<file path="src/design/rc_throttle_ramp_motor_control_top_assert.svh">
// Assertion macros for the throttle ramp block.
// Needs signals named clock and reset in the including module.
`ifndef RC_THROTTLE_RAMP_MOTOR_CONTROL_TOP_ASSERT_SVH
`define RC_THROTTLE_RAMP_MOTOR_CONTROL_TOP_ASSERT_SVH

// check an implication on every clock edge outside reset
`define RCTR_ASSERT_IMPL(lbl, pre, post, msg) \
   lbl: assert property (@(posedge clock) disable iff (reset) (pre) |-> (post)) \
      else $error(msg);

// check that two conditions agree outside reset while a gate is high
`define RCTR_ASSERT_IFF(lbl, gate, lhs, rhs, msg) \
   lbl: assert property (@(posedge clock) disable iff (reset) (gate) |-> ((lhs) == (rhs))) \
      else $error(msg);

`endif

</file>
<file path="src/design/rctr_pkg.sv">
// Shared types, codes and mapping functions of the throttle ramp block.
// No dependencies.
package rctr_pkg;

   localparam int RCTR_TIMER_BITS_DEFAULT = 11;

   localparam int CSR_INDEX_W = 3;
   localparam int CSR_DATA_W  = 12;

   localparam logic [CSR_INDEX_W-1:0] CSR_USE_DIRECTION      = 3'd0;
   localparam logic [CSR_INDEX_W-1:0] CSR_LOSS_TIMEOUT_MS    = 3'd1;
   localparam logic [CSR_INDEX_W-1:0] CSR_STEP_MS            = 3'd2;
   localparam logic [CSR_INDEX_W-1:0] CSR_PUNCH_PCT          = 3'd3;
   localparam logic [CSR_INDEX_W-1:0] CSR_DIR_MID_US         = 3'd4;
   localparam logic [CSR_INDEX_W-1:0] CSR_DIR_BAND_US        = 3'd5;
   localparam logic [CSR_INDEX_W-1:0] CSR_DIR_CHANGE_MAX_PCT = 3'd6;

   localparam logic [1:0] OP_TICK      = 2'd0;
   localparam logic [1:0] OP_THROTTLE  = 2'd1;
   localparam logic [1:0] OP_DIRECTION = 2'd2;

   localparam logic [15:0] WIDTH_MIN = 16'd800;
   localparam logic [15:0] WIDTH_MAX = 16'd2200;
   localparam logic [11:0] MAP_LOW   = 12'd1000;
   localparam logic [11:0] MAP_HIGH  = 12'd2000;
   localparam logic [6:0]  RAMP_STEP = 7'd2;
   localparam logic [6:0]  PCT_FULL  = 7'd100;
   localparam logic [11:0] WIDTH_RESET = 12'd1500;

   localparam int FAILSAFE_W = 10;
   localparam int STEP_W     = 8;

   typedef struct packed {
      logic        use_direction;
      logic [9:0]  loss_timeout_ms;
      logic [7:0]  step_ms;
      logic [6:0]  punch_pct;
      logic [11:0] dir_mid_us;
      logic [9:0]  dir_band_us;
      logic [6:0]  dir_change_max_pct;
   } rctr_cfg_type;

   typedef struct packed {
      logic [7:0] pwm_duty;
      logic       motor_enable;
      logic       dir_cw;
      logic [6:0] duty_pct;
      logic [6:0] target_pct;
      logic       running;
      logic       failsafe_active;
   } rctr_rsp_type;

   // (w - 1000) / 10 through x * 205 >> 11, exact for x below 1029
   function automatic logic [6:0] target_of(input logic [11:0] w);
      logic [9:0]  x;
      logic [17:0] p;
      x = 10'(w - MAP_LOW);
      p = 18'(x) * 18'd205;
      if (w <= MAP_LOW) begin
         return 7'd0;
      end else if (w >= MAP_HIGH) begin
         return PCT_FULL;
      end
      return p[17:11];
   endfunction

   // pct * 255 / 100 through pct * 1336965 >> 19
   function automatic logic [7:0] pwm_of(input logic [6:0] pct);
      logic [6:0]  c;
      logic [27:0] p;
      c = (pct > PCT_FULL) ? PCT_FULL : pct;
      p = 28'(c) * 28'd1336965;
      return p[26:19];
   endfunction

endpackage

</file>
<file path="src/design/rctr_cfg_regs.sv">
// Configuration register file of the throttle ramp block.
// Depends on rctr_pkg.
module rctr_cfg_regs (
   input  logic                            clock,
   input  logic                            reset,
   input  logic                            csr_write_en,
   input  logic [rctr_pkg::CSR_INDEX_W-1:0] csr_index,
   input  logic [rctr_pkg::CSR_DATA_W-1:0]  csr_write_data,
   output rctr_pkg::rctr_cfg_type          cfg
);
   import rctr_pkg::*;

   rctr_cfg_type cfg_ff, cfg_in;

   always_comb begin
      cfg_in = cfg_ff;
      if (csr_write_en) begin
         case (csr_index)
            CSR_USE_DIRECTION:      cfg_in.use_direction      = csr_write_data[0];
            CSR_LOSS_TIMEOUT_MS:    cfg_in.loss_timeout_ms    = csr_write_data[9:0];
            CSR_STEP_MS:            cfg_in.step_ms            = csr_write_data[7:0];
            CSR_PUNCH_PCT:          cfg_in.punch_pct          = csr_write_data[6:0];
            CSR_DIR_MID_US:         cfg_in.dir_mid_us         = csr_write_data[11:0];
            CSR_DIR_BAND_US:        cfg_in.dir_band_us        = csr_write_data[9:0];
            CSR_DIR_CHANGE_MAX_PCT: cfg_in.dir_change_max_pct = csr_write_data[6:0];
            default: ;
         endcase
      end
   end

   always_ff @(posedge clock) begin
      if (reset) begin
         cfg_ff.use_direction      <= 1'b0;
         cfg_ff.loss_timeout_ms    <= 10'd200;
         cfg_ff.step_ms            <= 8'd10;
         cfg_ff.punch_pct          <= 7'd95;
         cfg_ff.dir_mid_us         <= 12'd1500;
         cfg_ff.dir_band_us        <= 10'd120;
         cfg_ff.dir_change_max_pct <= 7'd10;
      end else begin
         cfg_ff <= cfg_in;
      end
   end

   assign cfg = cfg_ff;

endmodule

</file>
<file path="src/design/rctr_engine.sv">
// Motor state registers and the per-word update: stores pulse widths,
// runs failsafe, ramp and direction logic on ticks. Depends on rctr_pkg.
module rctr_engine #(
   parameter int TIMER_BITS = rctr_pkg::RCTR_TIMER_BITS_DEFAULT
) (
   input  logic                   clock,
   input  logic                   reset,
   input  rctr_pkg::rctr_cfg_type cfg,
   input  logic                   fire,
   input  logic [1:0]             op,
   input  logic [15:0]            pulse_width_us,
   output rctr_pkg::rctr_rsp_type rsp
);
   import rctr_pkg::*;

   localparam int CMP_W = (TIMER_BITS > FAILSAFE_W) ? TIMER_BITS : FAILSAFE_W;

   logic [11:0]           thr_w_ff, thr_w_in;
   logic [11:0]           dir_w_ff, dir_w_in;
   logic [TIMER_BITS-1:0] since_pulse_ff, since_pulse_in;
   logic [TIMER_BITS-1:0] since_step_ff, since_step_in;
   logic [6:0]            duty_ff, duty_in;
   logic                  dir_ff, dir_in;
   logic                  en_ff, en_in;
   logic                  run_ff, run_in;

   logic                  width_ok;
   logic                  fs;
   logic                  want;
   logic [6:0]            target;
   logic [12:0]           band_hi;
   logic [12:0]           w_plus_hyst;
   logic [TIMER_BITS-1:0] step_cnt;

   always_comb begin
      thr_w_in       = thr_w_ff;
      dir_w_in       = dir_w_ff;
      since_pulse_in = since_pulse_ff;
      since_step_in  = since_step_ff;
      duty_in        = duty_ff;
      dir_in         = dir_ff;
      en_in          = en_ff;
      run_in         = run_ff;
      fs             = 1'b0;
      want           = dir_ff;
      step_cnt       = since_step_ff;
      width_ok       = (pulse_width_us >= WIDTH_MIN) && (pulse_width_us <= WIDTH_MAX);
      target         = target_of(thr_w_ff);
      band_hi        = 13'(cfg.dir_mid_us) + 13'(cfg.dir_band_us);
      w_plus_hyst    = 13'(dir_w_ff) + 13'(cfg.dir_band_us);
      case (op)
         OP_THROTTLE: begin
            if (width_ok) begin
               thr_w_in       = pulse_width_us[11:0];
               since_pulse_in = '0;
            end
         end
         OP_DIRECTION: begin
            if (width_ok) begin
               dir_w_in = pulse_width_us[11:0];
            end
         end
         OP_TICK: begin
            if (CMP_W'(since_pulse_ff) > CMP_W'(cfg.loss_timeout_ms)) begin
               duty_in = 7'd0;
               en_in   = 1'b0;
               run_in  = 1'b0;
               fs      = 1'b1;
            end else begin
               if (cfg.use_direction) begin
                  if (13'(dir_w_ff) > band_hi) begin
                     want = 1'b1;
                  end else if (w_plus_hyst < 13'(cfg.dir_mid_us)) begin
                     want = 1'b0;
                  end
                  if ((want != dir_ff) && (duty_ff < cfg.dir_change_max_pct)) begin
                     dir_in = want;
                  end
               end else begin
                  dir_in = 1'b1;
               end
               if (CMP_W'(since_step_ff) >= CMP_W'(cfg.step_ms)) begin
                  step_cnt = '0;
                  if (target >= cfg.punch_pct) begin
                     duty_in = PCT_FULL;
                     en_in   = 1'b1;
                     run_in  = 1'b1;
                  end else if (duty_ff < target) begin
                     duty_in = duty_ff + RAMP_STEP;
                     en_in   = 1'b1;
                     run_in  = 1'b1;
                  end else if (duty_ff > target) begin
                     duty_in = (duty_ff > RAMP_STEP) ? duty_ff - RAMP_STEP : 7'd0;
                     if (duty_ff <= RAMP_STEP) begin
                        en_in  = 1'b0;
                        run_in = 1'b0;
                     end
                  end
               end
            end
            // advance both timers, saturating
            if (since_pulse_ff != '1) begin
               since_pulse_in = since_pulse_ff + 1'b1;
            end
            since_step_in = (step_cnt != '1) ? step_cnt + 1'b1 : step_cnt;
         end
         default: ;
      endcase

      rsp.pwm_duty        = pwm_of(duty_in);
      rsp.motor_enable    = en_in;
      rsp.dir_cw          = dir_in;
      rsp.duty_pct        = duty_in;
      rsp.target_pct      = target_of(thr_w_in);
      rsp.running         = run_in;
      rsp.failsafe_active = fs;
   end

   always_ff @(posedge clock) begin
      if (reset) begin
         thr_w_ff       <= WIDTH_RESET;
         dir_w_ff       <= WIDTH_RESET;
         since_pulse_ff <= '0;
         since_step_ff  <= '0;
         duty_ff        <= 7'd0;
         dir_ff         <= 1'b1;
         en_ff          <= 1'b1;
         run_ff         <= 1'b0;
      end else if (fire) begin
         thr_w_ff       <= thr_w_in;
         dir_w_ff       <= dir_w_in;
         since_pulse_ff <= since_pulse_in;
         since_step_ff  <= since_step_in;
         duty_ff        <= duty_in;
         dir_ff         <= dir_in;
         en_ff          <= en_in;
         run_ff         <= run_in;
      end
   end

endmodule

</file>
<file path="src/design/rc_throttle_ramp_motor_control_top.sv">
// Top level of the RC throttle slew limiter with failsafe.
// Depends on rctr_pkg, rctr_cfg_regs, rctr_engine and the assertion header.
//
// Usage:
//   req_ channel: one word per tick (op 0), throttle pulse (op 1) or
//   direction pulse (op 2), with the pulse width in microseconds.
//   rsp_ channel: one result word per request word, in order, carrying
//   PWM duty, enable, direction, duty and target percent, run state and
//   the failsafe flag.
//   csr_ port: single-cycle writes to the seven settings, taken any time
//   but meant for idle periods.
// Path: an accepted word is held in the input register, and its result is
// loaded into the output register once that register is empty or being read.
// Throughput: one word per cycle while rsp_stall stays low; the motor state
// registers update as the word moves from the input to the output register.
// Reset: synchronous; settings and motor state return to their defaults
// and both channels empty.
// Stall: a stalled result holds in the output register; one more word
// waits in the input register, then req_stall rises.
module rc_throttle_ramp_motor_control_top #(
   parameter int TIMER_BITS = rctr_pkg::RCTR_TIMER_BITS_DEFAULT
) (
   input  logic                             clock,
   input  logic                             reset,
   input  logic                             csr_write_en,
   input  logic [rctr_pkg::CSR_INDEX_W-1:0] csr_index,
   input  logic [rctr_pkg::CSR_DATA_W-1:0]  csr_write_data,
   input  logic                             req_valid,
   output logic                             req_stall,
   input  logic [1:0]                       req_op,
   input  logic [15:0]                      req_pulse_width_us,
   output logic                             rsp_valid,
   input  logic                             rsp_stall,
   output logic [7:0]                       rsp_pwm_duty,
   output logic                             rsp_motor_enable,
   output logic                             rsp_dir_cw,
   output logic [6:0]                       rsp_duty_pct,
   output logic [6:0]                       rsp_target_pct,
   output logic                             rsp_running,
   output logic                             rsp_failsafe_active
);
   import rctr_pkg::*;

   `include "rc_throttle_ramp_motor_control_top_assert.svh"

   rctr_cfg_type cfg;
   rctr_rsp_type rsp_next;
   rctr_rsp_type rsp_ff;

   logic        s1_valid_ff, s1_valid_in;
   logic [1:0]  s1_op_ff;
   logic [15:0] s1_width_ff;
   logic        rsp_valid_ff, rsp_valid_in;
   logic        advance;
   logic        take;
   logic        fire;

   assign advance   = !rsp_valid_ff || !rsp_stall;
   assign req_stall = s1_valid_ff && !advance;
   assign take      = req_valid && !req_stall;
   assign fire      = s1_valid_ff && advance;

   assign s1_valid_in  = take || (s1_valid_ff && !advance);
   assign rsp_valid_in = fire || (rsp_valid_ff && rsp_stall);

   rctr_cfg_regs u_cfg (
      .clock          (clock),
      .reset          (reset),
      .csr_write_en   (csr_write_en),
      .csr_index      (csr_index),
      .csr_write_data (csr_write_data),
      .cfg            (cfg)
   );

   rctr_engine #(
      .TIMER_BITS (TIMER_BITS)
   ) u_engine (
      .clock          (clock),
      .reset          (reset),
      .cfg            (cfg),
      .fire           (fire),
      .op             (s1_op_ff),
      .pulse_width_us (s1_width_ff),
      .rsp            (rsp_next)
   );

   always_ff @(posedge clock) begin
      if (reset) begin
         s1_valid_ff  <= 1'b0;
         rsp_valid_ff <= 1'b0;
      end else begin
         s1_valid_ff  <= s1_valid_in;
         rsp_valid_ff <= rsp_valid_in;
      end
   end

   always_ff @(posedge clock) begin
      if (take) begin
         s1_op_ff    <= req_op;
         s1_width_ff <= req_pulse_width_us;
      end
      if (fire) begin
         rsp_ff <= rsp_next;
      end
   end

   assign rsp_valid           = rsp_valid_ff;
   assign rsp_pwm_duty        = rsp_ff.pwm_duty;
   assign rsp_motor_enable    = rsp_ff.motor_enable;
   assign rsp_dir_cw          = rsp_ff.dir_cw;
   assign rsp_duty_pct        = rsp_ff.duty_pct;
   assign rsp_target_pct      = rsp_ff.target_pct;
   assign rsp_running         = rsp_ff.running;
   assign rsp_failsafe_active = rsp_ff.failsafe_active;

   `RCTR_ASSERT_IMPL(a_failsafe_stops, rsp_valid && rsp_failsafe_active,
      (rsp_duty_pct == 7'd0) && !rsp_motor_enable && !rsp_running,
      "failsafe result with motor still driven")
   `RCTR_ASSERT_IMPL(a_run_enabled, rsp_valid && rsp_running, rsp_motor_enable,
      "running with enable low")
   `RCTR_ASSERT_IFF(a_pwm_zero, rsp_valid, rsp_pwm_duty == 8'd0, rsp_duty_pct == 7'd0,
      "pwm duty and duty percent disagree on zero")

endmodule

</file>
<file path="config.mk">
export PLATFORM = sky130hd
export DESIGN_NAME = rc_throttle_ramp_motor_control_top
export DESIGN_NICKNAME = d
export VERILOG_FILES = /design/src/design/rctr_pkg.sv /design/src/design/rctr_cfg_regs.sv /design/src/design/rctr_engine.sv /design/src/design/rc_throttle_ramp_motor_control_top.sv
export VERILOG_INCLUDE_DIRS = /design/src /design/src/design
export SDC_FILE = /design/constraint.sdc
export NUM_CORES = 1
export LEC_CHECK = 0
export BUFFER_PORTS_ARGS = -buffer_cell sky130_fd_sc_hd__buf_2
export CELL_PAD_IN_SITES_DETAIL_PLACEMENT = 0
export CELL_PAD_IN_SITES_GLOBAL_PLACEMENT = 2
export CORE_AREA = 2 2 213 215
export CTS_BUF_LIST = sky130_fd_sc_hd__clkbuf_16
export CTS_CLUSTER_SIZE = 25
export DETAILED_ROUTE_END_ITERATION = 16
export DIE_AREA = 0 0 215 217
export PLACE_DENSITY_LB_ADDON = 0.08
export SETUP_SLACK_MARGIN = 0.4
export SLEW_MARGIN = 10
export SYNTH_ARGS = -nofsm -noshare
export SYNTH_HDL_FRONTEND = slang
export SYNTH_SLANG_ARGS = --single-unit
export TNS_END_PERCENT = 50
</file>
<file path="constraint.sdc">
create_clock -name clock -period 11.2 [get_ports clock]
set_input_delay 1.12 -clock clock [delete_from_list [all_inputs] [get_ports clock]]
set_output_delay 1.12 -clock clock [all_outputs]
set_load 0.1 [all_outputs]
</file>
=== After elaboration in Yosys (flattened, before gate mapping) ===
Index checks and enable logic that the tools add are counted.

* Reductions and logical operators: 26
* $lt $le $gt $ge: 17
* Multiplexer cells: 51
* Multiply operators: 3
* Add/subtract/negate cells: 8
* Eq/ne operators: 13

{| class="wikitable"
|+ Operators with widths
! operator !! count
|-
| $mux W7 || 14
|-
| $mux W11 || 6
|-
| $mul A10 B8 Y18 const B || 2
|-
| $mux W1 || 28
|-
| $mul A7 B21 Y27 const B || 1
|-
| $add A12 B10 Y13 || 2
|-
| $ge A12 B11 Y1 const B || 2
|-
| $le A12 B10 Y1 const B || 2
|-
| $mux W12 || 2
|-
| $add A11 B1 Y11 const B || 2
|-
| $ne A11 B11 Y1 const B || 2
|-
| $pmux W11 S2 || 1
|-
| $sub A10 B10 Y10 const B || 2
|-
| $ge A16 B10 Y1 const B || 1
|-
| $le A16 B12 Y1 const B || 1
|-
| $reduce_and A2 Y1 || 8
|-
| $lt A7 B7 Y1 || 2
|-
| $gt A12 B13 Y1 || 1
|-
| $lt A13 B12 Y1 || 1
|-
| $ge A11 B8 Y1 || 1
|-
| $gt A11 B10 Y1 || 1
|-
| $eq A3 B3 Y1 const B || 3
|-
| $add A7 B2 Y7 const B || 1
|-
| $ge A7 B7 Y1 || 1
|-
| other kinds (19) || 31
|}

* Bits in registers: 157
* Word-level logic and storage cells: 144
* Output and inout port bits: 28
* Input port bits: 38

=== Longest topological paths before layout ===
* Depth after elaboration: 14
* Mapped depth: 53
* Mapped depth without buffers: 53

=== By module ===
From an unflattened synthesis, not the netlist that was laid out.

* Cells, all modules: 1500
* Area, all modules: 13867.0 um^2

{| class="wikitable"
|+ By module, submodules not included
! module !! instances !! seq. area each (um^2) !! area each (um^2) !! cells an instance
|-
| rctr_engine || 1 || 1121.1 || 10203.5 || 1234
|-
| rctr_cfg_regs || 1 || 1101.1 || 2255.9 || 212
|-
| rc_throttle_ramp_motor_control_top || 1 || 1361.3 || 1407.6 || 54
|}

=== Least setup slack after synthesis ===
No wires, ideal clock.

* Path kind: flip-flop to flip-flop
* Start: reg u_engine.thr_w_ff[3]
* End: reg rsp_ff (netlist bit rsp_pwm_duty[4]), data pin
* Period minus slack after synthesis: 10.672 ns
* Required time: 10.942 ns
* Stages on the path, launching flop included: 52
* Arrival: 10.414 ns
* Buffers on the path: 0
* Library setup time: 0.258 ns
* Path slack: 0.528 ns
* Path through: dfxtp_1 -> inv_1 -> ha_1 -> xor2_1 -> inv_1 -> ha_1 -> ha_1 -> inv_1 -> fa_1 -> inv_1 -> ha_1 -> and3_1 -> a31o_2 -> a21o_1 -> a21o_1 -> a21o_1 -> a21o_1 -> a41o_1 -> [16 not listed] -> ha_1 -> fa_1 -> inv_1 -> fa_1 -> inv_1 -> ha_1 -> nand2_1 -> nor2_1 -> o21ai_0 -> nand2b_1 -> a21oi_1 -> o21ai_0 -> nand3_1 -> nand2_1 -> or3_1 -> a21o_1 -> a21oi_2 -> xnor2_1

{| class="wikitable"
|+ RTL lines
! what !! line !! source
|-
| from (decl) || rctr_engine.sv:18 || <nowiki>logic [11:0] thr_w_ff, thr_w_in;</nowiki>
|-
| from (signal assigned) || rctr_engine.sv:130 || <nowiki>thr_w_ff <= thr_w_in;</nowiki>
|-
| to (signal assigned) || rc_throttle_ramp_motor_control_top.sv:103 || <nowiki>rsp_ff <= rsp_next;</nowiki>
|-
| to (decl) || rc_throttle_ramp_motor_control_top.sv:48 || <nowiki>rctr_rsp_type rsp_ff;</nowiki>
|}

==> run summary <==
Status: finished, final reports clean
Flop pwr share: 25.5%
Ranking of synthesized cells by area: ha_1 (23%), dfxtp_1 (17%), edfxtp_1 (10%)
Drt drc: 0
Syn avg cell area: 8.98 sq um
Synth top area share: 22.6%
Layout cells sized above 1: 14.9%
Data arrival, critical path: 10.56 ns
Global placement routability congestion: 0.803
Clock Root Buffer: clkbuf_16
Critical-path top delay cell: fa_1
Final setup fails: 0
Final hold vios: 0
Post-layout nets: 1889
Via/cell ratio: 4.65
Clock power frac: 24.0%
Switching Fraction: 41.4%
PortBufs: 65
H-Tree Depth: 4
# diodes: 0
Final worst slack: 0.877 ns
Synth cell types: 76
Post-route ant nets: 0
Die footprint: 46700 sq um
Pwr dens: 163 nW/um^2
Worst Hold Class: register to register
Final Cycle Share: 92.2%
Switching power: 1.05 mW
CTS tree: built
Initial antenna violation count: 0
TritonCTS buffer count: 17
Yosys top cell by area: ha_1
Initial Util: 29.5%
TNS Setup: 0 ns
Power share of the combinational group: 50.5%
Post-synth EDFFs: 44
Max Freq: 96.9 MHz
Hold_sp: u_cfg.cfg[52]$_SDFFE_PP0P_
CP Data Required Time: 11.43 ns
Worst-case reg-to-reg path depth: 49
DR WL met2: 16100 um
Post-Route WL: 36200 um
Int Pwr: 1.48 mW
Hold Crit Depth: 2
Leak Pwr: 7.32 nW
Stages on the worst setup path: 49
YS warnings: 0
Largest net degree at the start of global routing: 55
Clock period minus worst slack: 10.32 ns
DR WL/cell: 16.6 um
Beginning of the critical path: u_engine.thr_w_ff[4]$_SDFFE_PP1P_
# fillers: 4745
DR pass1 iterations: 4
Chip width: 215 um
First-pass GRT wire length: 57900 um
DPL Wire Length: 28000 um
Area growth syn-to-layout: 17.6%
Syn Inst Count: 1470
Met3 layer wire length in the routed design: 884 um
Clk_skew: 0.0164 ns
Tot GR Track Use: 16.1%
Top Layer Used: met4
Flops & latches, synth: 157
CTS clock-pin slew for the worst setup and hold paths: 0.07 ns
Top Family by Delay on Critical Path: compound AO/OA/AOI/OAI gates
RSZ-0062 raised after global routing: no
Top Ports: 66
Vias in the first global route: 10.2k
CP startpoint kind: register
Rows: 78
R2r startpoint: u_engine.thr_w_ff[4]$_SDFFE_PP1P_
Initial DRC Count: 441
CTS max path bufs: 2
Relative slew slack: 36.8%
Max Cap Viol: 0
CTS Sinks: 157
GRT overflow: 0
WP buf/inv: 7
Vias: 10.1k
Core Area: 44700 sq um
CP Max Fanout: 6
Post-CTS Hold Buffers: 0
CP most frequent cell: a21o_1
Later-pin clock latency in the skew report: 0.49 ns
Ys flop type: dfxtp_1
Wl on met1: 18600 um
Fin util: 34.7%
Crit. End Element: register
CP max stage delay: 0.53 ns
Synthesized area: 13200 sq um
Syn_nets: 1794
Register area share after synthesis: 27.1%
Die height: 217 um
DP Worst Slack: 0.0357 ns
VDD IR max: 0.214 mV
Worst-Margin Slew: 0.944 ns
Final Slew Violations: 0
Critical setup path kind: register to register
Ys async rst share: 0%
routing by layer:
layer / vias up / global-route usage, %
met5: - / 0
met4: 0 / 4.85
met3: 36 / 3.12
met2: 103 / 25.0
met1: 4724 / 22.4
li1: 5260 / -
final timing paths:
kind | slack, ns | to
worst max-delay path | 0.88 | rsp_pwm_duty[4]$_DFFE_PP_
worst min-delay path | 0.46 | u_cfg.cfg[52]$_SDFFE_PP0P_
worst max register to register | 0.88 | rsp_pwm_duty[4]$_DFFE_PP_
worst min register to register | 0.46 | u_cfg.cfg[52]$_SDFFE_PP0P_
sequential cells by signal (all words and copies together) (netlist names):
name and count:
rsp_pwm_duty 8, u_cfg.cfg 55, rsp_motor_enable 1, u_engine.since_pulse_ff 11, u_engine.thr_w_ff 12, rsp_dir_cw 1
u_engine.dir_ff 1, rsp_failsafe_active 1, u_engine.duty_ff 7, s1_valid_ff 1, rsp_valid 1, u_engine.dir_w_ff 12
u_engine.run_ff 1, s1_op_ff 2, rsp_target_pct 7, s1_width_ff 16, u_engine.en_ff 1, rsp_duty_pct 7
rsp_running 1, u_engine.since_step_ff 11
layout by cell type, fill, tap and decap left out, types with 5 or more instances in the layout:
cell type and instances:
nand4_1 19, buf_4 40, mux2i_1 20, xor2_1 29, buf_2 64, fa_1 46
or2_2 5, nor2_1 127, xnor2_1 41, o21ai_0 30, o21a_1 10, inv_2 8
ha_1 225, nand2b_1 19, nor2b_1 18, inv_1 180, a21o_1 32, nand3_1 24
o21ai_1 6, nand2_1 130, a211o_1 31, o21bai_1 7, clkbuf_16 17, nand3b_1 13
a21oi_2 13, dfxtp_1 110, nor3_1 17, and2_1 7, or3_1 5, and3_1 14
edfxtp_1 44, a21oi_1 80, a211oi_1 13, ha_4 12
synthesized netlist by cell type, types with 3 or more instances:
cell type,count
or2_2,5
o211ai_1,3
o21bai_1,7
xor2_1,31
nand4_1,19
o31ai_1,5
ha_1,238
nor3_1,18
nand2b_1,19
o21a_1,10
mux2i_1,20
and3_1,15
and2_1,9
nor2_1,132
a21oi_2,5
a211oi_1,13
nor4_1,5
a31oi_1,4
or3_1,7
nor2b_1,20
a21o_1,32
fa_1,48
clkbuf_1,25
a21oi_1,89
nand3b_1,13
xnor2_1,44
o21ai_0,38
o41ai_1,3
nand2_1,134
nor3b_1,3
a211o_1,31
dfxtp_1,113
inv_1,190
a41o_1,3
edfxtp_1,44
nand3_1,26
per-stage QoR:
stage / instances / power, mW / area (sq um) / hold WS (ns)
CTS: 2156 / 2.51 / 14900 / 0.457
finish: 2178 / 2.53 / 15500 / 0.457
global placement: 2124 / 1.88 / 14300 / 0.443
global route: 2178 / 2.78 / 15500 / 0.470
detailed placement: 2124 / 1.87 / 14300 / 0.447
floorplan: 1470 / 1.59 / 13200 / 0.434
power by group through the flow:
stage	registers (mW)	clock network, mW	logic (mW)
floorplan	0.754	0	0.837
global placement	0.657	0	1.22
detailed placement	0.657	0	1.21
CTS	0.644	0.637	1.23
global route	0.648	0.658	1.48
finish	0.644	0.607	1.28
kinds of logic after synthesis:
logic type	after synthesis	share of synthesized area, %
and+or+nand+nor	438	15.8
buffers and inverters	219	6.35
DFF	157	27.1
xor gates and xnor gates	75	4.98
AOI/OAI and AO/OA	275	14.4
adders and majority gates	286	29.8
muxes	20	1.52
area by class of cell:
| type | instances | area (sq um) | share of cell area, % |
|---|---|---|---|
| inverter | 190 | 718 | 4.62 |
| multi-input combinational | 1094 | 9250 | 59.6 |
| clock inverter | 15 | 160 | 1.03 |
| timing repair buffer | 105 | 632 | 4.07 |
| sequential | 157 | 3590 | 23.1 |
| tap | 600 | 751 | 4.83 |
| clock buffer | 17 | 425 | 2.74 |
worst reg2reg max path: cells and delay by family, from the launching register on:
family                   cells  cell delay [ns]
XOR/XNOR                     3             0.43
buffers and inverters        7             0.45
adder cells (fa/ha/maj)     11             3.55
AO/OA/AOI/OAI               19             3.67
flip-flops                   1             0.37
AND/OR/NAND/NOR              9             1.62
repair_timing:
item                                    CTS  global route
buffers inserted                          0            22
gates resized for setup                  12            89
endpoints found under the setup margin    6             8
pin swaps                                 2            47
Power figures use the tool's default switching activity.
